### src/rtl/core/c0rf_pkg.sv
// shared types and constants for the system coprocessor register file
// no dependencies; imported by c0rf_exec and cop0_register_file_step_top
package c0rf_pkg;

  typedef enum logic [2:0] {
    OP_MOVE_FROM    = 3'd0,
    OP_MOVE_TO      = 3'd1,
    OP_BR_FALSE     = 3'd2,
    OP_BR_TRUE      = 3'd3,
    OP_BR_FALSE_L   = 3'd4,
    OP_BR_TRUE_L    = 3'd5,
    OP_DISABLE_INT  = 3'd6
  } op_e;

  localparam logic [4:0] REG_COUNT  = 5'd9;
  localparam logic [4:0] REG_STATUS = 5'd12;
  localparam logic [4:0] REG_CONFIG = 5'd16;
  localparam logic [4:0] REG_DEBUG  = 5'd24;
  localparam logic [4:0] REG_PERF   = 5'd25;

  localparam logic [31:0] CONFIG_FIXED_MASK = 32'h0000_0FC0;
  localparam logic [31:0] CONFIG_FIXED_BITS = 32'h0000_0440;
  localparam logic [9:0]  DMA_COND_MASK     = 10'h3FF;
  localparam logic [31:0] DI_FORCE_MASK     = 32'h0002_0006;
  localparam logic [31:0] DI_MODE_MASK      = 32'h0000_0018;
  localparam logic [31:0] STATUS_IE         = 32'h0001_0000;
  localparam logic [15:0] PERF_SEL_MASK     = 16'h003E;

  typedef struct packed {
    op_e         operation;
    logic [4:0]  reg_index;
    logic [4:0]  target_gpr;
    logic [15:0] immediate;
    logic [31:0] write_value;
    logic [63:0] current_cycle;
    logic [31:0] instr_pc;
    logic [9:0]  dma_cis;
    logic [9:0]  dma_cpc;
  } item_t;

  typedef struct packed {
    logic        read_valid;
    logic [31:0] read_data;
    logic        branch_taken;
    logic [31:0] next_pc;
    logic        delay_slot_runs;
    logic        event_request;
  } result_t;

endpackage

### src/rtl/core/cop0_register_file_step_top.sv
// top level of the system coprocessor register file: input and result registers
// depends on c0rf_pkg and c0rf_exec
//
// Executes one coprocessor instruction per transfer: register reads and writes,
// the four DMA-condition branches and disable-interrupts. Throughput is one
// instruction per cycle while the output is not stalled. A result is offered
// once its instruction has passed the input register and a single register
// file pass into the result register. Every instruction gives exactly one
// result. State updates happen as an instruction leaves the input register,
// so results keep program order under any stall pattern on either side.
module cop0_register_file_step_top (
  input  logic               clk_i,
  input  logic               rst_ni,
  input  logic               in_valid_i,
  output logic               in_stall_o,
  input  logic [2:0]         operation_i,
  input  logic [4:0]         reg_index_i,
  input  logic [4:0]         target_gpr_i,
  input  logic signed [15:0] immediate_i,
  input  logic [31:0]        write_value_i,
  input  logic [63:0]        current_cycle_i,
  input  logic [31:0]        instr_pc_i,
  input  logic [9:0]         dma_cis_i,
  input  logic [9:0]         dma_cpc_i,
  output logic               out_valid_o,
  input  logic               out_stall_i,
  output logic               read_valid_o,
  output logic signed [31:0] read_data_o,
  output logic               branch_taken_o,
  output logic [31:0]        next_pc_o,
  output logic               delay_slot_runs_o,
  output logic               event_request_o
);
  import c0rf_pkg::*;

  logic    item_valid_q;
  item_t   item_q;
  logic    out_valid_q;
  result_t res_q;
  result_t res_d;
  logic    advance;
  logic    in_xfer;

  // result register can take a new value
  assign advance    = !out_valid_q || !out_stall_i;
  assign in_stall_o = item_valid_q && !advance;
  assign in_xfer    = in_valid_i && !in_stall_o;

  c0rf_exec u_exec (
    .clk_i    (clk_i),
    .rst_ni   (rst_ni),
    .fire_i   (item_valid_q && advance),
    .item_i   (item_q),
    .result_o (res_d)
  );

  always_ff @(posedge clk_i or negedge rst_ni) begin
    if (!rst_ni) begin
      item_valid_q <= 1'b0;
      out_valid_q  <= 1'b0;
    end else begin
      if (advance) begin
        out_valid_q <= item_valid_q;
      end
      if (in_xfer) begin
        item_valid_q <= 1'b1;
      end else if (advance) begin
        item_valid_q <= 1'b0;
      end
    end
  end

  always_ff @(posedge clk_i) begin
    if (in_xfer) begin
      item_q.operation     <= op_e'(operation_i);
      item_q.reg_index     <= reg_index_i;
      item_q.target_gpr    <= target_gpr_i;
      item_q.immediate     <= $unsigned(immediate_i);
      item_q.write_value   <= write_value_i;
      item_q.current_cycle <= current_cycle_i;
      item_q.instr_pc      <= instr_pc_i;
      item_q.dma_cis       <= dma_cis_i;
      item_q.dma_cpc       <= dma_cpc_i;
    end
    if (advance && item_valid_q) begin
      res_q <= res_d;
    end
  end

  assign out_valid_o       = out_valid_q;
  assign read_valid_o      = res_q.read_valid;
  assign read_data_o       = $signed(res_q.read_data);
  assign branch_taken_o    = res_q.branch_taken;
  assign next_pc_o         = res_q.next_pc;
  assign delay_slot_runs_o = res_q.delay_slot_runs;
  assign event_request_o   = res_q.event_request;

endmodule

### src/rtl/core/c0rf_exec.sv
// register file state and single-pass execution of one coprocessor instruction
// depends on c0rf_pkg; state advances on fire_i
module c0rf_exec (
  input  logic             clk_i,
  input  logic             rst_ni,
  input  logic             fire_i,
  input  c0rf_pkg::item_t  item_i,
  output c0rf_pkg::result_t result_o
);
  import c0rf_pkg::*;

  logic [31:0] regs_q [32];
  // only the low half of the stamp matters for the 32-bit count delta
  logic [31:0] stamp_q, stamp_d;
  logic        stamp_we;
  logic [31:0] perf_ctl_q, perf_cnt0_q, perf_cnt1_q;
  logic        perf_ctl_we, perf_cnt0_we, perf_cnt1_we;
  logic        wr_en;
  logic [4:0]  wr_idx;
  logic [31:0] wr_data;

  logic [31:0] count_now;
  logic [31:0] rd_val;
  logic        rd_ok;
  logic        cond, want_true, taken;
  logic [31:0] br_off;
  logic [31:0] status;

  assign count_now = regs_q[REG_COUNT] + item_i.current_cycle[31:0] - stamp_q;
  assign cond      = ((item_i.dma_cis | ~item_i.dma_cpc) & DMA_COND_MASK) == DMA_COND_MASK;
  assign want_true = (item_i.operation == OP_BR_TRUE) || (item_i.operation == OP_BR_TRUE_L);
  assign taken     = (cond == want_true);
  assign br_off    = {{14{item_i.immediate[15]}}, item_i.immediate, 2'b00};
  assign status    = regs_q[REG_STATUS];

  always_comb begin
    result_o     = '0;
    result_o.delay_slot_runs = 1'b1;
    wr_en        = 1'b0;
    wr_idx       = item_i.reg_index;
    wr_data      = item_i.write_value;
    stamp_we     = 1'b0;
    stamp_d      = item_i.current_cycle[31:0];
    perf_ctl_we  = 1'b0;
    perf_cnt0_we = 1'b0;
    perf_cnt1_we = 1'b0;
    rd_ok        = 1'b1;
    rd_val       = regs_q[item_i.reg_index];

    case (item_i.operation)
      OP_MOVE_FROM: begin
        case (item_i.reg_index)
          REG_COUNT: begin
            rd_val   = count_now;
            wr_en    = 1'b1;
            wr_data  = count_now;
            stamp_we = 1'b1;
          end
          REG_DEBUG: begin
            rd_ok = 1'b0;
          end
          REG_PERF: begin
            if (!item_i.immediate[0]) begin
              rd_val = perf_ctl_q;
            end else if (item_i.immediate[1]) begin
              rd_val = perf_cnt1_q;
            end else begin
              rd_val = perf_cnt0_q;
            end
          end
          default: ;
        endcase
        if (rd_ok && (item_i.target_gpr != 5'd0)) begin
          result_o.read_valid = 1'b1;
          result_o.read_data  = rd_val;
        end
      end
      OP_MOVE_TO: begin
        case (item_i.reg_index)
          REG_COUNT: begin
            wr_en    = 1'b1;
            stamp_we = 1'b1;
          end
          REG_STATUS: begin
            wr_en = 1'b1;
            result_o.event_request = 1'b1;
          end
          REG_CONFIG: begin
            wr_en   = 1'b1;
            wr_data = (item_i.write_value & ~CONFIG_FIXED_MASK) | CONFIG_FIXED_BITS;
          end
          REG_PERF: begin
            if (!item_i.immediate[0]) begin
              perf_ctl_we = ((item_i.immediate & PERF_SEL_MASK) == 16'd0);
            end else if (item_i.immediate[1]) begin
              perf_cnt1_we = 1'b1;
            end else begin
              perf_cnt0_we = 1'b1;
            end
          end
          REG_DEBUG: ;
          default: begin
            wr_en = 1'b1;
          end
        endcase
      end
      OP_BR_FALSE, OP_BR_TRUE, OP_BR_FALSE_L, OP_BR_TRUE_L: begin
        result_o.branch_taken = taken;
        result_o.next_pc = taken ? (item_i.instr_pc + br_off) : (item_i.instr_pc + 32'd4);
        if ((item_i.operation == OP_BR_FALSE_L) || (item_i.operation == OP_BR_TRUE_L)) begin
          result_o.delay_slot_runs = taken;
        end
      end
      OP_DISABLE_INT: begin
        // kernel mode, exception / error level, or status bit 17 allows the clear
        if (((status & DI_FORCE_MASK) != 32'd0) || ((status & DI_MODE_MASK) == 32'd0)) begin
          wr_en   = 1'b1;
          wr_idx  = REG_STATUS;
          wr_data = status & ~STATUS_IE;
        end
      end
      default: ;
    endcase
  end

  always_ff @(posedge clk_i or negedge rst_ni) begin
    if (!rst_ni) begin
      for (int i = 0; i < 32; i++) begin
        regs_q[i] <= '0;
      end
      stamp_q     <= '0;
      perf_ctl_q  <= '0;
      perf_cnt0_q <= '0;
      perf_cnt1_q <= '0;
    end else if (fire_i) begin
      if (wr_en) begin
        regs_q[wr_idx] <= wr_data;
      end
      if (stamp_we) begin
        stamp_q <= stamp_d;
      end
      if (perf_ctl_we) begin
        perf_ctl_q <= item_i.write_value;
      end
      if (perf_cnt0_we) begin
        perf_cnt0_q <= item_i.write_value;
      end
      if (perf_cnt1_we) begin
        perf_cnt1_q <= item_i.write_value;
      end
    end
  end

endmodule
### config.mk
export PLATFORM = sky130hd
export DESIGN_NAME = cop0_register_file_step_top
export DESIGN_NICKNAME = d
export VERILOG_FILES = /design/src/rtl/core/c0rf_pkg.sv /design/src/rtl/core/cop0_register_file_step_top.sv /design/src/rtl/core/c0rf_exec.sv
export SDC_FILE = /design/constraint.sdc
export NUM_CORES = 2
export LEC_CHECK = 0
export ABC_AREA = 0
export BUFFER_PORTS_ARGS = -buffer_cell sky130_fd_sc_hd__buf_2
export CAP_MARGIN = 20
export CORE_MARGIN = 2
export CORE_UTILIZATION = 58
export CTS_BUF_LIST = sky130_fd_sc_hd__clkbuf_2
export DETAILED_ROUTE_END_ITERATION = 8
export HOLD_SLACK_MARGIN = 0.05
export PLACE_DENSITY = 0.79
export SYNTH_ARGS = -nofsm -noshare
export SYNTH_HDL_FRONTEND = slang
export SYNTH_HIERARCHICAL = 1
export SYNTH_SLANG_ARGS = --single-unit
### constraint.sdc
create_clock -name clk_i -period 8.8 [get_ports clk_i]
set_input_delay 0.44 -clock clk_i [delete_from_list [all_inputs] [get_ports clk_i]]
set_output_delay 0.44 -clock clk_i [all_outputs]
set_load 0.03 [all_outputs]
## After elaboration in Yosys (flattened, before gate mapping)

Index checks and enable logic that the tools add are counted.

| operators by class | value |
|---|---|
| magnitude comparators | 3 |
| reductions and logical operators | 29 |
| bitwise operators | 4 |
| add/sub/neg operators | 4 |
| equality and inequality tests | 13 |
| muxes and demuxes | 38 |

Operators by type and width:

| kind | number |
|---|---|
| 1024-bit bitwise mux | 1 |
| 32-bit 2-to-1 mux | 8 |
| 32-bit binary-select mux with 5-bit select | 1 |
| 32-bit demux with 5-bit select | 1 |
| 32-bit case mux with 3 select lines | 1 |
| 32-bit adder | 2 |
| 32-bit case mux with 2 select lines | 1 |
| 33-bit 2-to-1 mux | 1 |
| 32-bit by 3-bit adder with 32-bit output, second input constant | 1 |
| 32-bit logical NOT | 1 |
| 32-bit nonzero test | 1 |
| 32-bit subtractor | 1 |
| 1-bit 2-to-1 mux | 20 |
| 16-bit logical NOT | 1 |
| 5-bit == test, second input constant | 3 |
| 2-bit AND reduction | 7 |
| 6-bit greater-or-equal comparator, second input constant | 2 |
| 12-bit 2-to-1 mux | 1 |
| 5-bit NOT with 6-bit output | 2 |
| 10-bit == test, second input constant | 1 |
| 5-bit by 4-bit == test with 1-bit output, second input constant | 2 |
| 5-bit 2-to-1 mux | 2 |
| 10-bit NOT | 1 |
| 10-bit bitwise OR | 1 |
| other kinds (14) | 28 |

| storage, ports and cells | value |
|---|---|
| bits in registers | 1367 |
| output and inout bits | 70 |
| input port bits | 181 |
| logic and storage cells | 144 |

## Depth between registers and ports, before layout

| depth | value |
|---|---|
| depth in word-level cells | 10 |
| depth in mapped cells | 18 |
| depth with buffers taken out | 16 |

## Cells and area by module

The synthesis kept the hierarchy.

Modules (own cells, without submodules):

| module | cells each | instances | seq. area each (um^2) | area an instance (um^2) |
|---|---|---|---|---|
| c0rf_exec | 5121 | 1 | 28827.6 | 55469.4 |
| cop0_register_file_step_top | 253 | 1 | 7407.1 | 7449.6 |

## Least setup slack after synthesis

Ideal clock, no wire load.

| timing path | value |
|---|---|
| path type | register -> register |
| start point | register out_valid_q, in the netlist out_valid_o |
| end point | register u_exec/regs_q[723] in the netlist's numbering |
| data arrival time | 8539 ps |
| path slack | 136 ps |
| setup time | 125 ps |
| period minus slack after synthesis | 8664 ps |
| cell stages (with the launch flop) | 8 |
| buffers on the path | 2 |
| data required time | 8675 ps |
| cells stage by stage | dfrtp_1 a21boi_0 o21ai_2 or4_1 buf_2 nor2_2 buf_4 mux2_2 |

| on the way | value |
|---|---|
| longest elaborated chain between the ends | 4 |

RTL lines:

| item | line | source |
|---|---|---|
| start: declaration | cop0_register_file_step_top.sv:38 | `logic out_valid_q;` |
| start signal: assignment | cop0_register_file_step_top.sv:63 | `out_valid_q <= item_valid_q;` |
| 1-bit logical NOT | cop0_register_file_step_top.sv:45 | `assign advance = !out_valid_q \|\| !out_stall_i;` |
| 1-bit logical OR | cop0_register_file_step_top.sv:45 |  |
| 1-bit logical AND | cop0_register_file_step_top.sv:52 | `.fire_i (item_valid_q && advance),` |
| 2-bit AND reduction (no line) | - |  |
| end signal: indexed assignment | c0rf_exec.sv:137 | `regs_q[wr_idx] <= wr_data;` |
| end: declaration | c0rf_exec.sv:12 | `logic [31:0] regs_q [32];` |

No other way between the ends.
A chain may end at the register's enable or synchronous reset.

## Worst setup path in the final report

| timing path | value |
|---|---|
| start point | register item_q[19] in the netlist's numbering |
| end point | register res_q, in the netlist next_pc_o[28], data pin |

| on the way | value |
|---|---|
| longest elaborated chain between the ends | 4 |

RTL lines:

| item | line | source |
|---|---|---|
| start: declaration | cop0_register_file_step_top.sv:37 | `item_t item_q;` |
| 10-bit bitwise OR | c0rf_exec.sv:30 | `assign cond = ((item_i.dma_cis \| ~item_i.dma_cpc) & DMA_COND_MASK) == DMA_COND_MASK;` |
| 10-bit == test | c0rf_exec.sv:30 |  |
| 1-bit == test | c0rf_exec.sv:32 | `assign taken = (cond == want_true);` |
| 32-bit 2-to-1 mux | c0rf_exec.sv:109 | `result_o.next_pc = taken ? (item_i.instr_pc + br_off) : (item_i.instr_pc + 32'd4);` |
| end signal: assignment | cop0_register_file_step_top.sv:86 | `res_q <= res_d;` |
| end: declaration | cop0_register_file_step_top.sv:39 | `result_t res_q;` |

No other way between the ends.

==> impl_metrics.env <==
export IMPL_relSlewSlack=-0.0328
export IMPL_violations="DRC, slew limit"
export IMPL_cts_root_buf="clkbuf_2"
export IMPL_ant_nets=0
export IMPL_slew_violations=2
export IMPL_sw_frac_of_total=0.313
export IMPL_num_rows=119
export IMPL_clkPwrFrac=0.324
export IMPL_cts_max_level=5
export IMPL_p_comb_frac=0.149
export IMPL_drtIter0Drc=6396
export IMPL_grt_max_degree=192
export IMPL_track_usage=0.357
export IMPL_p_sw_mw=4.13
export IMPL_cp_start_kind="flop"
export IMPL_grt_pass1_vias=49000
export IMPL_wl_um=192000
export IMPL_p_int_mw=9.06
export IMPL_cts_made_buffers=346
export IMPL_pwr_share_seq=0.527
export IMPL_vias=48200
export IMPL_tns_ps=0
export IMPL_place_hpwl_um=109000
export IMPL_io_pins=251
export IMPL_post_cts_resized=0
export IMPL_final_nets=6220
export IMPL_die_w_um=331
export IMPL_path_clk_slew_ps=160
export IMPL_yosysWarnings=6
export IMPL_syn_instance_count=5342
export IMPL_cp_max_fo=17
export IMPL_routed_via_density=6.36
export IMPL_mostFrequentLayoutCells="1154 x dfrtp_1, 854 x nand2_1, 798 x o21ai_0"
export IMPL_worst_skew_pair_late_latency_ps=1660
export IMPL_final_common_cell="dfrtp_1"
export IMPL_fin_crit_sh=0.829
export IMPL_hold_viol_final=0
export IMPL_leakagePower_nw=32.1
export IMPL_clkSinkCount=1367
export IMPL_die_h_um=331
export IMPL_drt_pre_antenna_iters=9
export IMPL_area_growth_pct=15.0
export IMPL_hp_class="input port to flop"
export IMPL_worst_clock_skew_ps=193
export IMPL_clockBufferDepth=4
export IMPL_cap_violations=0
export IMPL_syn_cell_area_mm2=0.0620
export IMPL_vdd_drop_max_uv=136
export IMPL_initial_utilization=0.587
export IMPL_drc=83
export IMPL_cts_tree="built"
export IMPL_globalplace_congestion=0.961
export IMPL_crit_required_ps=10180
export IMPL_core_mm2=0.106
export IMPL_io_buffers=218
export IMPL_fmax_ghz=0.137
export IMPL_cp_arrival_ps=8680
export IMPL_overflow=0
export IMPL_path_class="flop to flop"
export IMPL_min_period_ps=7300
export IMPL_routedWlPerCell_um=25.3
export IMPL_power_density_mw_per_mm2=185
export IMPL_end_kind="flop"
export IMPL_grt_setup_unrepaired="no"
export IMPL_setup_viol=0
export IMPL_fp_dieArea_mm2=0.109
export IMPL_antenna_found_initial=12
export IMPL_tightest_slew_ps=1550
export IMPL_grt_pass1_wl_um=292000
export IMPL_syn_nets=5605
export IMPL_avgSynthCellArea_um2=11.6
export IMPL_drive_above_1_share=0.225
export IMPL_outcome="complete, but fails checks"
export IMPL_finalPower_mw=13.2
[critical path: stages, from the launching register on]
cell and delay, ps:
edfxtp_1 720, inv_1 110, a22oi_1 1170, nand4_2 850, and3_1 510, fa_1 450, a211oi_1 440, o211ai_1 280
a41oi_1 530, o31ai_1 230, a21oi_1 850, o21ai_0 260, o41ai_1 150, xor2_1 300, nor2_1 140
[power groups by stage]
stage	Sequential (mW)	Clock [mW]	Combinational, mW
floorplan	7.03	0	1.05
global placement	7.02	0	1.61
detailed placement	7.04	0	1.66
CTS	6.91	4.22	1.82
global route	6.97	4.67	2.08
finish	6.95	4.28	1.97
[what timing repair did]
action                                  in CTS  in global routing
setup buffers                                0                  0
endpoints found under the hold margin      845                  0
hold buffers                               434                  0
endpoints found under the setup margin       0                  0
[final timing paths]
check                                   start            endpoint  slack [ps]  cells after the start
hold reg to reg            u_exec/regs_q[245]  u_exec/regs_q[245]         380                      0
setup reg to reg                   item_q[19]       next_pc_o[28]        1500                     14
min in group asynchronous              rst_ni  u_exec/regs_q[133]         610                      5
max in group asynchronous              rst_ni  u_exec/regs_q[158]        6480                      6
setup / recovery                   item_q[19]       next_pc_o[28]        1500                     14
hold / removal                  instr_pc_i[7]          item_q[27]         140                      3
[metrics by stage]
stage / worst slack, ps / hold WS (ps) / util / cell area [um2] / std cells
2_1_floorplan: 136 / 144 / - / 62000 / 5342
3_3_place_gp: 3700 / 360 / 0.603 / 63600 / 6545
3_5_place_dp: 3550 / 363 / 0.604 / 63700 / 6551
4_1_cts: 3590 / 50.7 / 0.672 / 71000 / 7559
5_1_grt: 1610 / 109 / 0.675 / 71200 / 7579
6_report: 1500 / 136 / 0.675 / 71200 / 7581
[sequential cells by signal, summed over array words and instances (netlist names)]
name                flops
branch_taken_o          1
delay_slot_runs_o       1
event_request_o         1
item_q                145
item_valid_q            1
next_pc_o              32
out_valid_o             1
read_data_o            32
read_valid_o            1
u_exec/perf_cnt0_q     32
u_exec/perf_cnt1_q     32
u_exec/perf_ctl_q      32
u_exec/regs_q         992
u_exec/stamp_q         32
u_exec/status          32
[routing by layer]
layer	GRT usage	up-vias	routed length, um
met3	0.136	904	25400
met4	0.217	12	13200
met1	0.447	23500	67600
li1	-	20200	-
met5	0.0104	-	122
met2	0.528	3548	85800
[area by class of cell]
class                   instances  area, um2
flip-flops and latches       1367      35300
fillers                      7139      34300
multi-input cells            3341      24200
repair buffers                758       6540
clock buffers                 497       2490
well taps                    1391       1740
inverters                     143        537
clock inverters                77        418
diodes                          7       17.5
Power figures use the tool's default switching activity.
